File: src/tld_pkg.sv
package tld_pkg;

   // Line store geometry
   localparam int LINE_MAX = 256;
   localparam int ADDR_W   = $clog2(LINE_MAX);
   localparam int FILL_W   = $clog2(LINE_MAX + 1);

   // Field widths
   localparam int OP_W   = 2;
   localparam int BYTE_W = 8;
   localparam int KIND_W = 2;
   localparam int SIG_W  = 2;
   localparam int LEN_W  = 9;
   localparam int CSR_AW = 5;
   localparam int CSR_DW = 32;

   // Opcodes
   localparam logic [OP_W-1:0] OP_KEY  = 2'd0;
   localparam logic [OP_W-1:0] OP_HOST = 2'd1;
   localparam logic [OP_W-1:0] OP_READ = 2'd2;

   // Result kinds
   localparam logic [KIND_W-1:0] KIND_DISPLAY = 2'd0;
   localparam logic [KIND_W-1:0] KIND_SIGNAL  = 2'd1;
   localparam logic [KIND_W-1:0] KIND_READER  = 2'd2;
   localparam logic [KIND_W-1:0] KIND_LINE    = 2'd3;

   // Signal codes
   localparam logic [SIG_W-1:0] SIG_INTR = 2'd0;
   localparam logic [SIG_W-1:0] SIG_STOP = 2'd1;
   localparam logic [SIG_W-1:0] SIG_QUIT = 2'd2;

   // Register indexes
   localparam logic [2:0] REG_DISPLAY_ATTACHED = 3'd0;
   localparam logic [2:0] REG_SIG_ENABLE       = 3'd1;
   localparam logic [2:0] REG_CANONICAL_MODE   = 3'd2;
   localparam logic [2:0] REG_ECHO_ENABLE      = 3'd3;
   localparam logic [2:0] REG_POST_PROCESS     = 3'd4;
   localparam logic [2:0] REG_NL_TO_CRNL       = 3'd5;

   // Character codes
   localparam logic [BYTE_W-1:0] CH_NUL   = 8'h00;
   localparam logic [BYTE_W-1:0] CH_INTR  = 8'h03;
   localparam logic [BYTE_W-1:0] CH_BS    = 8'h08;
   localparam logic [BYTE_W-1:0] CH_LF    = 8'h0A;
   localparam logic [BYTE_W-1:0] CH_FF    = 8'h0C;
   localparam logic [BYTE_W-1:0] CH_CR    = 8'h0D;
   localparam logic [BYTE_W-1:0] CH_SUSP  = 8'h1A;
   localparam logic [BYTE_W-1:0] CH_QUIT  = 8'h1C;
   localparam logic [BYTE_W-1:0] CH_SPACE = 8'h20;
   localparam logic [BYTE_W-1:0] CH_DEL   = 8'h7F;

   // One result item
   typedef struct packed {
      logic [KIND_W-1:0] kind;
      logic [BYTE_W-1:0] out_byte;
      logic [SIG_W-1:0]  signal_code;
      logic [LEN_W-1:0]  line_length;
   } result_type;

endpackage

File: src/tty_line_discipline.sv
// Terminal line discipline.
// Input channel (req_*): one item per byte: a key byte, a host output byte, or
// a read of the line store at req_read_index. Result channel (rsp_*): zero to
// three result items per input item, rsp_last marks the final one.
// An item that causes no result (dropped key, unused opcode) leaves no trace
// on the result channel.
// The first result of an item is shown the cycle after acceptance.
// Results flow at one per cycle while the receiver does not stall; an item holds
// the result stage until its last result is taken. The next item is
// accepted in the cycle that the last result of the current one is taken.
// The line store is a single-port-write, registered-read memory; writes and
// reads happen at the acceptance edge, so a read always sees earlier writes.
// Reset clears the fill count and sets every control register to 1; the line
// store content is undefined until written. No clearing pass is needed.
// When the receiver stalls, the current result holds and req_stall stays high
// until the last result of the current item is taken.
// Configuration (csr_*): APB-style, registers at byte address 4*i, bit 0.
module tty_line_discipline (
   input  logic                          clock,
   input  logic                          reset,
   // Input items
   input  logic                          req_valid,
   output logic                          req_stall,
   input  logic [tld_pkg::OP_W-1:0]      req_opcode,
   input  logic [tld_pkg::BYTE_W-1:0]    req_data_byte,
   input  logic [tld_pkg::BYTE_W-1:0]    req_read_index,
   // Result items
   output logic                          rsp_valid,
   input  logic                          rsp_stall,
   output logic [tld_pkg::KIND_W-1:0]    rsp_kind,
   output logic [tld_pkg::BYTE_W-1:0]    rsp_out_byte,
   output logic [tld_pkg::SIG_W-1:0]     rsp_signal_code,
   output logic [tld_pkg::LEN_W-1:0]     rsp_line_length,
   output logic                          rsp_last,
   // Configuration port
   input  logic                          csr_psel,
   input  logic                          csr_penable,
   input  logic                          csr_pwrite,
   input  logic [tld_pkg::CSR_AW-1:0]    csr_paddr,
   input  logic [tld_pkg::CSR_DW-1:0]    csr_pwdata,
   output logic [tld_pkg::CSR_DW-1:0]    csr_prdata,
   output logic                          csr_pready
);
   import tld_pkg::*;

   // Control registers
   logic display_attached_ff, sig_enable_ff, canonical_mode_ff;
   logic echo_enable_ff, post_process_ff, nl_to_crnl_ff;

   // Line store and its state
   logic [BYTE_W-1:0] line_store_ff [LINE_MAX];
   logic [FILL_W-1:0] fill_count_ff, fill_count_in;
   logic [BYTE_W-1:0] rd_data_ff;
   logic              in_range_ff;

   // Result stage
   result_type        slot_ff [3];
   result_type        slot_in [3];
   logic [1:0]        cnt_ff, cnt_in;
   logic [1:0]        pos_ff;
   logic              busy_ff;
   logic              is_read_ff, is_read_in;

   // Write port of the line store
   logic              wr_en;
   logic [BYTE_W-1:0] wr_data;

   logic              accept, rsp_take, at_last, csr_write;
   logic [2:0]        csr_index;
   logic [BYTE_W-1:0] key_lf, key_ed;
   logic              is_ctrl, idx_in_range;
   result_type        cur;

   // Handshake
   assign rsp_take  = busy_ff & ~rsp_stall;
   assign at_last   = (pos_ff == 2'(cnt_ff - 2'd1));
   assign req_stall = busy_ff & ~(rsp_take & at_last);
   assign accept    = req_valid & ~req_stall;

   // Key byte decode
   assign is_ctrl = (req_data_byte == CH_INTR) || (req_data_byte == CH_SUSP) ||
                    (req_data_byte == CH_QUIT) || (req_data_byte == CH_FF);
   assign key_lf  = (req_data_byte == CH_CR) ? CH_LF : req_data_byte;
   assign key_ed  = (key_lf == CH_DEL) ? CH_BS : key_lf;
   assign idx_in_range = (32'(req_read_index) < 32'(LINE_MAX));

   // Result generation for the incoming item
   always_comb begin
      for (int i = 0; i < 3; i++) begin
         slot_in[i] = '0;
      end
      cnt_in        = 2'd0;
      is_read_in    = 1'b0;
      fill_count_in = fill_count_ff;
      wr_en         = 1'b0;
      wr_data       = key_ed;
      unique case (req_opcode)
         OP_KEY: begin
            if (display_attached_ff && (req_data_byte != CH_NUL)) begin
               if (is_ctrl) begin
                  if (sig_enable_ff) begin
                     if (req_data_byte == CH_FF) begin
                        slot_in[0].kind     = KIND_DISPLAY;
                        slot_in[0].out_byte = req_data_byte;
                        cnt_in              = 2'd1;
                     end else begin
                        slot_in[0].kind = KIND_SIGNAL;
                        priority if (req_data_byte == CH_INTR) begin
                           slot_in[0].signal_code = SIG_INTR;
                        end else if (req_data_byte == CH_SUSP) begin
                           slot_in[0].signal_code = SIG_STOP;
                        end else begin
                           slot_in[0].signal_code = SIG_QUIT;
                        end
                        slot_in[1].kind     = KIND_DISPLAY;
                        slot_in[1].out_byte = req_data_byte;
                        cnt_in              = 2'd2;
                     end
                  end
               end else if (!canonical_mode_ff) begin
                  // raw: reader byte, then echo
                  slot_in[0].kind     = KIND_READER;
                  slot_in[0].out_byte = key_lf;
                  slot_in[1].kind     = KIND_DISPLAY;
                  slot_in[1].out_byte = key_lf;
                  cnt_in              = echo_enable_ff ? 2'd2 : 2'd1;
               end else if (key_ed == CH_BS) begin
                  // erase; dropped on an empty line
                  if (fill_count_ff != '0) begin
                     fill_count_in       = fill_count_ff - FILL_W'(1);
                     slot_in[0].kind     = KIND_DISPLAY;
                     slot_in[0].out_byte = CH_BS;
                     slot_in[1].kind     = KIND_DISPLAY;
                     slot_in[1].out_byte = CH_SPACE;
                     slot_in[2].kind     = KIND_DISPLAY;
                     slot_in[2].out_byte = CH_BS;
                     cnt_in              = echo_enable_ff ? 2'd3 : 2'd0;
                  end
               end else begin
                  // store byte, echo, maybe complete the line
                  wr_en = 1'b1;
                  if ((key_ed == CH_LF) || (fill_count_ff == FILL_W'(LINE_MAX - 1))) begin
                     fill_count_in = '0;
                     if (echo_enable_ff) begin
                        slot_in[0].kind        = KIND_DISPLAY;
                        slot_in[0].out_byte    = key_ed;
                        slot_in[1].kind        = KIND_LINE;
                        slot_in[1].line_length = LEN_W'(fill_count_ff + FILL_W'(1));
                        cnt_in                 = 2'd2;
                     end else begin
                        slot_in[0].kind        = KIND_LINE;
                        slot_in[0].line_length = LEN_W'(fill_count_ff + FILL_W'(1));
                        cnt_in                 = 2'd1;
                     end
                  end else begin
                     fill_count_in       = fill_count_ff + FILL_W'(1);
                     slot_in[0].kind     = KIND_DISPLAY;
                     slot_in[0].out_byte = key_ed;
                     cnt_in              = echo_enable_ff ? 2'd1 : 2'd0;
                  end
               end
            end
         end
         OP_HOST: begin
            if (post_process_ff && nl_to_crnl_ff && (req_data_byte == CH_LF)) begin
               slot_in[0].kind     = KIND_DISPLAY;
               slot_in[0].out_byte = CH_CR;
               slot_in[1].kind     = KIND_DISPLAY;
               slot_in[1].out_byte = req_data_byte;
               cnt_in              = 2'd2;
            end else begin
               slot_in[0].kind     = KIND_DISPLAY;
               slot_in[0].out_byte = req_data_byte;
               cnt_in              = 2'd1;
            end
         end
         OP_READ: begin
            slot_in[0].kind = KIND_READER;
            is_read_in      = 1'b1;
            cnt_in          = 2'd1;
         end
         default: begin
            cnt_in = 2'd0;
         end
      endcase
   end

   // Line store: write and registered read at the acceptance edge
   always_ff @(posedge clock) begin
      if (accept && (req_opcode == OP_KEY) && wr_en) begin
         line_store_ff[fill_count_ff[ADDR_W-1:0]] <= wr_data;
      end
      if (accept && (req_opcode == OP_READ)) begin
         rd_data_ff  <= line_store_ff[ADDR_W'(req_read_index)];
         in_range_ff <= idx_in_range;
      end
   end

   // Result stage and fill count
   always_ff @(posedge clock) begin
      if (reset) begin
         busy_ff       <= 1'b0;
         pos_ff        <= 2'd0;
         cnt_ff        <= 2'd0;
         is_read_ff    <= 1'b0;
         fill_count_ff <= '0;
      end else begin
         if (accept) begin
            fill_count_ff <= fill_count_in;
         end
         if (accept && (cnt_in != 2'd0)) begin
            busy_ff    <= 1'b1;
            pos_ff     <= 2'd0;
            cnt_ff     <= cnt_in;
            is_read_ff <= is_read_in;
         end else if (rsp_take) begin
            if (at_last) begin
               busy_ff <= 1'b0;
            end else begin
               pos_ff <= pos_ff + 2'd1;
            end
         end
      end
   end

   // Result payload, no reset needed
   always_ff @(posedge clock) begin
      if (accept && (cnt_in != 2'd0)) begin
         for (int i = 0; i < 3; i++) begin
            slot_ff[i] <= slot_in[i];
         end
      end
   end

   // Result outputs
   always_comb begin
      cur = slot_ff[pos_ff];
      if (is_read_ff) begin
         cur.out_byte = in_range_ff ? rd_data_ff : '0;
      end
   end

   assign rsp_valid       = busy_ff;
   assign rsp_kind        = cur.kind;
   assign rsp_out_byte    = cur.out_byte;
   assign rsp_signal_code = cur.signal_code;
   assign rsp_line_length = cur.line_length;
   assign rsp_last        = at_last;

   // Configuration registers
   assign csr_write  = csr_psel & csr_penable & csr_pwrite;
   assign csr_index  = csr_paddr[4:2];
   assign csr_pready = 1'b1;

   always_ff @(posedge clock) begin
      if (reset) begin
         display_attached_ff <= 1'b1;
         sig_enable_ff       <= 1'b1;
         canonical_mode_ff   <= 1'b1;
         echo_enable_ff      <= 1'b1;
         post_process_ff     <= 1'b1;
         nl_to_crnl_ff       <= 1'b1;
      end else if (csr_write) begin
         unique case (csr_index)
            REG_DISPLAY_ATTACHED: display_attached_ff <= csr_pwdata[0];
            REG_SIG_ENABLE:       sig_enable_ff       <= csr_pwdata[0];
            REG_CANONICAL_MODE:   canonical_mode_ff   <= csr_pwdata[0];
            REG_ECHO_ENABLE:      echo_enable_ff      <= csr_pwdata[0];
            REG_POST_PROCESS:     post_process_ff     <= csr_pwdata[0];
            REG_NL_TO_CRNL:       nl_to_crnl_ff       <= csr_pwdata[0];
            default: begin
            end
         endcase
      end
   end

   // Register readback
   always_comb begin
      csr_prdata = '0;
      unique case (csr_index)
         REG_DISPLAY_ATTACHED: csr_prdata[0] = display_attached_ff;
         REG_SIG_ENABLE:       csr_prdata[0] = sig_enable_ff;
         REG_CANONICAL_MODE:   csr_prdata[0] = canonical_mode_ff;
         REG_ECHO_ENABLE:      csr_prdata[0] = echo_enable_ff;
         REG_POST_PROCESS:     csr_prdata[0] = post_process_ff;
         REG_NL_TO_CRNL:       csr_prdata[0] = nl_to_crnl_ff;
         default:              csr_prdata    = '0;
      endcase
   end

endmodule

File: config.mk
export PLATFORM = sky130hd
export DESIGN_NAME = tty_line_discipline
export DESIGN_NICKNAME = d
export VERILOG_FILES = /design/src/tld_pkg.sv /design/src/tty_line_discipline.sv
export SDC_FILE = /design/constraint.sdc
export NUM_CORES = 2
export LEC_CHECK = 0
export ABC_AREA = 1
export BUFFER_PORTS_ARGS = -buffer_cell sky130_fd_sc_hd__buf_2
export CORE_ASPECT_RATIO = 0.75
export CORE_MARGIN = 2
export CORE_UTILIZATION = 30
export DETAILED_ROUTE_END_ITERATION = 10
export GPL_ROUTABILITY_DRIVEN = 0
export HOLD_SLACK_MARGIN = 0.1
export MAX_ROUTING_LAYER = met4
export PLACE_DENSITY = 0.56
export SLEW_MARGIN = 20
export SYNTH_ARGS = -nofsm -noshare
export SYNTH_HDL_FRONTEND = slang
export SYNTH_SLANG_ARGS = --single-unit
File: constraint.sdc
create_clock -name clock -period 13.4 [get_ports clock]
set_input_delay 2.68 -clock clock [delete_from_list [all_inputs] [get_ports clock]]
set_output_delay 2.68 -clock clock [all_outputs]
set_load 0.05 [all_outputs]
==> impl_metrics.csv <==
group,metric,value,unit
timing,fin_tns_setup,0,ns
clock_network,tritoncts,"built",
synth,yosysTopAreaCellShare,73.2,%
critical_path,worst-r2r-setup-slack,8.77,ns
synth,synth_adder_area_share,0.116,%
critical_path,critPathMaxStageDelay,1.04,ns
clock_network,clock_tree.root_cell,"sky130_fd_sc_hd__clkbuf_16",
timing,fin_skew,0.0488,ns
synth,synth_simple_gate_area_share,12.3,%
critical_path,worst_path_dominant_cell_family,"simple AND/OR/NAND/NOR gates",
clock_network,clockBufferDepth,4,
clock_network,cts-resized-gates,0,
synth,post_synth_most_frequent_cells,"sky130_fd_sc_hd__edfxtp_1, sky130_fd_sc_hd__nor2_1, sky130_fd_sc_hd__o21ai_0",
synth,post_synth_mux_area_share,0,%
synth,synth_async_sr_flop_share,0,%
synth,synth_cells,7019,
routing,detail_route.vias_per_cell,5.18,
floorplanning,floorplan.rows,170,
synth,synth_top_area_cell,"sky130_fd_sc_hd__edfxtp_1",
timing,layout_min_cycle_time,7.87,ns
floorplanning,die-width,622,um
global_route,grt_pass1_wl,354000,um
clock_network,clk_pin_slew,0.06,ns
layout,num-nets-final,6921,
placed_design,preCtsSetupSlack,4.81,ns
global_route,antenna_found_initial,11,
pwr,vdd_ir_drop_max,0.000102,V
synth,synth_most_common_cell,"sky130_fd_sc_hd__edfxtp_1",
routing,detailedRoute.firstPassIterationCount,6,
timing,setup_ws,5.53,ns
timing,slew_margin_rel,20.6,%
floorplanning,ios,119,
placed_design,dp.cells,10435,
global_route,global_route.usage.total,16.6,%
floorplanning,area_of_the_die,291000,sq um
routing,wire_per_inst,22.7,um
placed_design,port_buffers,53,
critical_path,cp_slowest_cell,"sky130_fd_sc_hd__nor2_1",
timing,pins_over_slew_limit,0,
layout,layout-drive-gt1-share,6.44,%
synth,yosys_register_bits,2119,
synth,synth_top_family_by_area,"simple AND/OR/NAND/NOR gates",
pwr,total_leakage_power,30.0,nW
synth,post_synth_instance_area,85900,sq um
critical_path,worstPathCellList,"buf_8 > buf_4 > inv_1 > nand2_1 > nor2_1 > nand2_1 > nand3_2 > nand3_1 > nor2_4 > inv_2 > nand2_2 > inv_4 > nand2_2 > nor2_1",
synth,synth_compound_area_share,10.5,%
clock_network,cts_hold_buffers,0,
layout,layout-area-overhead-vs-synth,11.2,%
timing,max_clock_freq,127,MHz
synth,synth_enable_flop_cells,2096,
critical_path,endpoint_kind,"flop",
global_route,grt-ovfl-total,0,
timing,setup_viol,0,
pwr,pwr_density_cell,142,nW/um^2
clock_network,numClockSinks,2119,
run,cap_viol_max_count,0,
synth,unique_masters_post_synth,41,
timing,rsz0062_at_grt,"false",
global_route,grt_max_degree,219,
timing,timing_hold_violations_final,0,
synth,synth.yosys.seq_area_share,73.8,%
critical_path,cp-start-kind,"input port",
routing,drt_drc,0,
clock_network,cts.htree.levels,4,
critical_path,timing.critical_path.required,13.82,ns
timing,tightestPinTransition,1.19,ns
critical_path,worst-setup-path-type,"in2reg",
synth,synth-main-ff-cell,"sky130_fd_sc_hd__edfxtp_1",
layout,final_area,95500,sq um
routing,wirelength,244000,um
routing,drt_iter0_drc,6857,
synth,ys_warn_count,0,
floorplanning,core_area,285000,sq um
routing,via_count,55887,
outcome,run_status,"completed",
placed_design,detailed_place_hpwl,132000,um
floorplanning,initial_core_util,30.1,%
clock_network,clk_latency,0.84,ns
placed_design,placement_stage_cell_area,89600,sq um
timing,timing.final.crit_share,58.7,%
clock_network,cts-buffers-inserted,195,
global_route,grt_pass1_vias,52223,
critical_path,worst_ep_arrival_time,8.29,ns
critical_path,path_buf_inv,5,
synth,synth_area_leaders,"sky130_fd_sc_hd__edfxtp_1, sky130_fd_sc_hd__o21ai_0, sky130_fd_sc_hd__nor2_1, sky130_fd_sc_hd__o22ai_1, sky130_fd_sc_hd__nand3_1",
synth,yosys.area_share.xor_xnor,0.0713,%
synth,postSynthAreaPerCell,12.2,sq um
layout,final-instance-count-excl-fill,10787,
routing,postRouteAntennaNets,0,
clock_network,post_cts.repair.setup_buffers,0,
layout,finish.utilization,33.5,%
min_path,min_path_type,"reg2reg",
critical_path,largest_fanout_on_the_critical_path,120,
floorplanning,die_h,467,um
## cells in the final DEF, fill, tap and decap left out, types with 7 or more instances in the layout
cell	synthesis	final
sky130_fd_sc_hd__a31oi_1	7	7
sky130_fd_sc_hd__nand3_2	5	7
sky130_fd_sc_hd__nor2_1	1371	1368
sky130_fd_sc_hd__nor2_4	5	8
sky130_fd_sc_hd__o21ai_1	9	9
sky130_fd_sc_hd__buf_4	49	72
sky130_fd_sc_hd__clkinv_1	1	44
sky130_fd_sc_hd__nand2_1	630	626
sky130_fd_sc_hd__conb_1	2	32
sky130_fd_sc_hd__buf_12	0	9
sky130_fd_sc_hd__buf_2	111	46
sky130_fd_sc_hd__o21ai_0	1064	1064
sky130_fd_sc_hd__nand2_2	16	20
sky130_fd_sc_hd__inv_1	95	90
sky130_fd_sc_hd__ha_1	8	8
sky130_fd_sc_hd__o22ai_1	513	513
sky130_fd_sc_hd__inv_2	7	7
sky130_fd_sc_hd__or2_1	8	8
sky130_fd_sc_hd__nor3_1	21	21
sky130_fd_sc_hd__clkbuf_1	325	50
sky130_fd_sc_hd__clkinv_2	0	36
sky130_fd_sc_hd__a21oi_1	54	54
sky130_fd_sc_hd__clkbuf_16	0	199
sky130_fd_sc_hd__nand3_1	515	509
sky130_fd_sc_hd__bufinv_16	0	10
sky130_fd_sc_hd__edfxtp_1	2096	2096
sky130_fd_sc_hd__dfxtp_1	23	23
## final cells by class
| cell class | instances | area, sq um |
|---|---|---|
| Antenna cell | 2 | 5.00 |
| Tap cell | 3784 | 4730 |
| Clock inverter | 98 | 712 |
| Clock buffer | 249 | 5170 |
| Inverter | 105 | 458 |
| Multi-Input combinational cell | 4294 | 20000 |
| Sequential cell | 2119 | 63400 |
| Fill cell | 28027 | 190000 |
| Timing Repair Buffer | 136 | 1090 |
## sequential cells by signal (all words and copies together), names as in the netlist, 2 cells and up, named ones only
register,cells
line_store_ff,2048
fill_count_ff,9
rd_data_ff,8
slot_ff,40
cnt_ff,2
pos_ff,2
## stage by stage
step / hold slack, ns / power (mW)
6_report: 0.488 / 13.6
4_1_cts: 0.487 / 13.6
3_5_place_dp: 0.477 / 8.34
5_1_grt: 0.535 / 13.9
2_1_floorplan: 0.452 / 8.03
3_3_place_gp: 0.468 / 8.32
## worst min-delay path: cells and delay by family (launching register included)
kind               cells  cell delay (ns)
and+or+nand+nor        1             0.06
AOI/OAI and AO/OA      1             0.05
DFF                    1             0.32
## cells by family (layout without fill, tap and decap cells)
group	count (synthesis)	after routing
fa+ha+maj	8	8
xor+xnor	7	7
buf+inv	636	588
flops	2119	2119
other cells	2	34
simple gates	2585	2585
compound gates	1662	1662
## routing by layer
metal / up-vias / GRT usage [%] / part of all wire (%)
met1: 27880 / 23.5 / 44
met2: 2430 / 24.4 / 44
met4: 0 / 3.78 / 2.3
met5: - / - / 0
li1: 25215 / - / -
met3: 362 / 3.66 / 9.6
## report_power, final
part / internal [mW] / leakage, nW / switching (mW)
Clock: 2.91 / 2.88 / 2.44
Sequential: 7.30 / 19.0 / 0.00750
Combinational: 0.196 / 8.05 / 0.705
## worst paths after layout
path               startpoint                    to  cells past startpoint
max          req_data_byte[7]  line_store_ff[90][5]                     14
min                 cnt_ff[1]             cnt_ff[1]                      2
min reg2reg         cnt_ff[1]             cnt_ff[1]                      2
max reg2reg         pos_ff[1]  line_store_ff[90][5]                      9
Power figures use the tool's default switching activity.
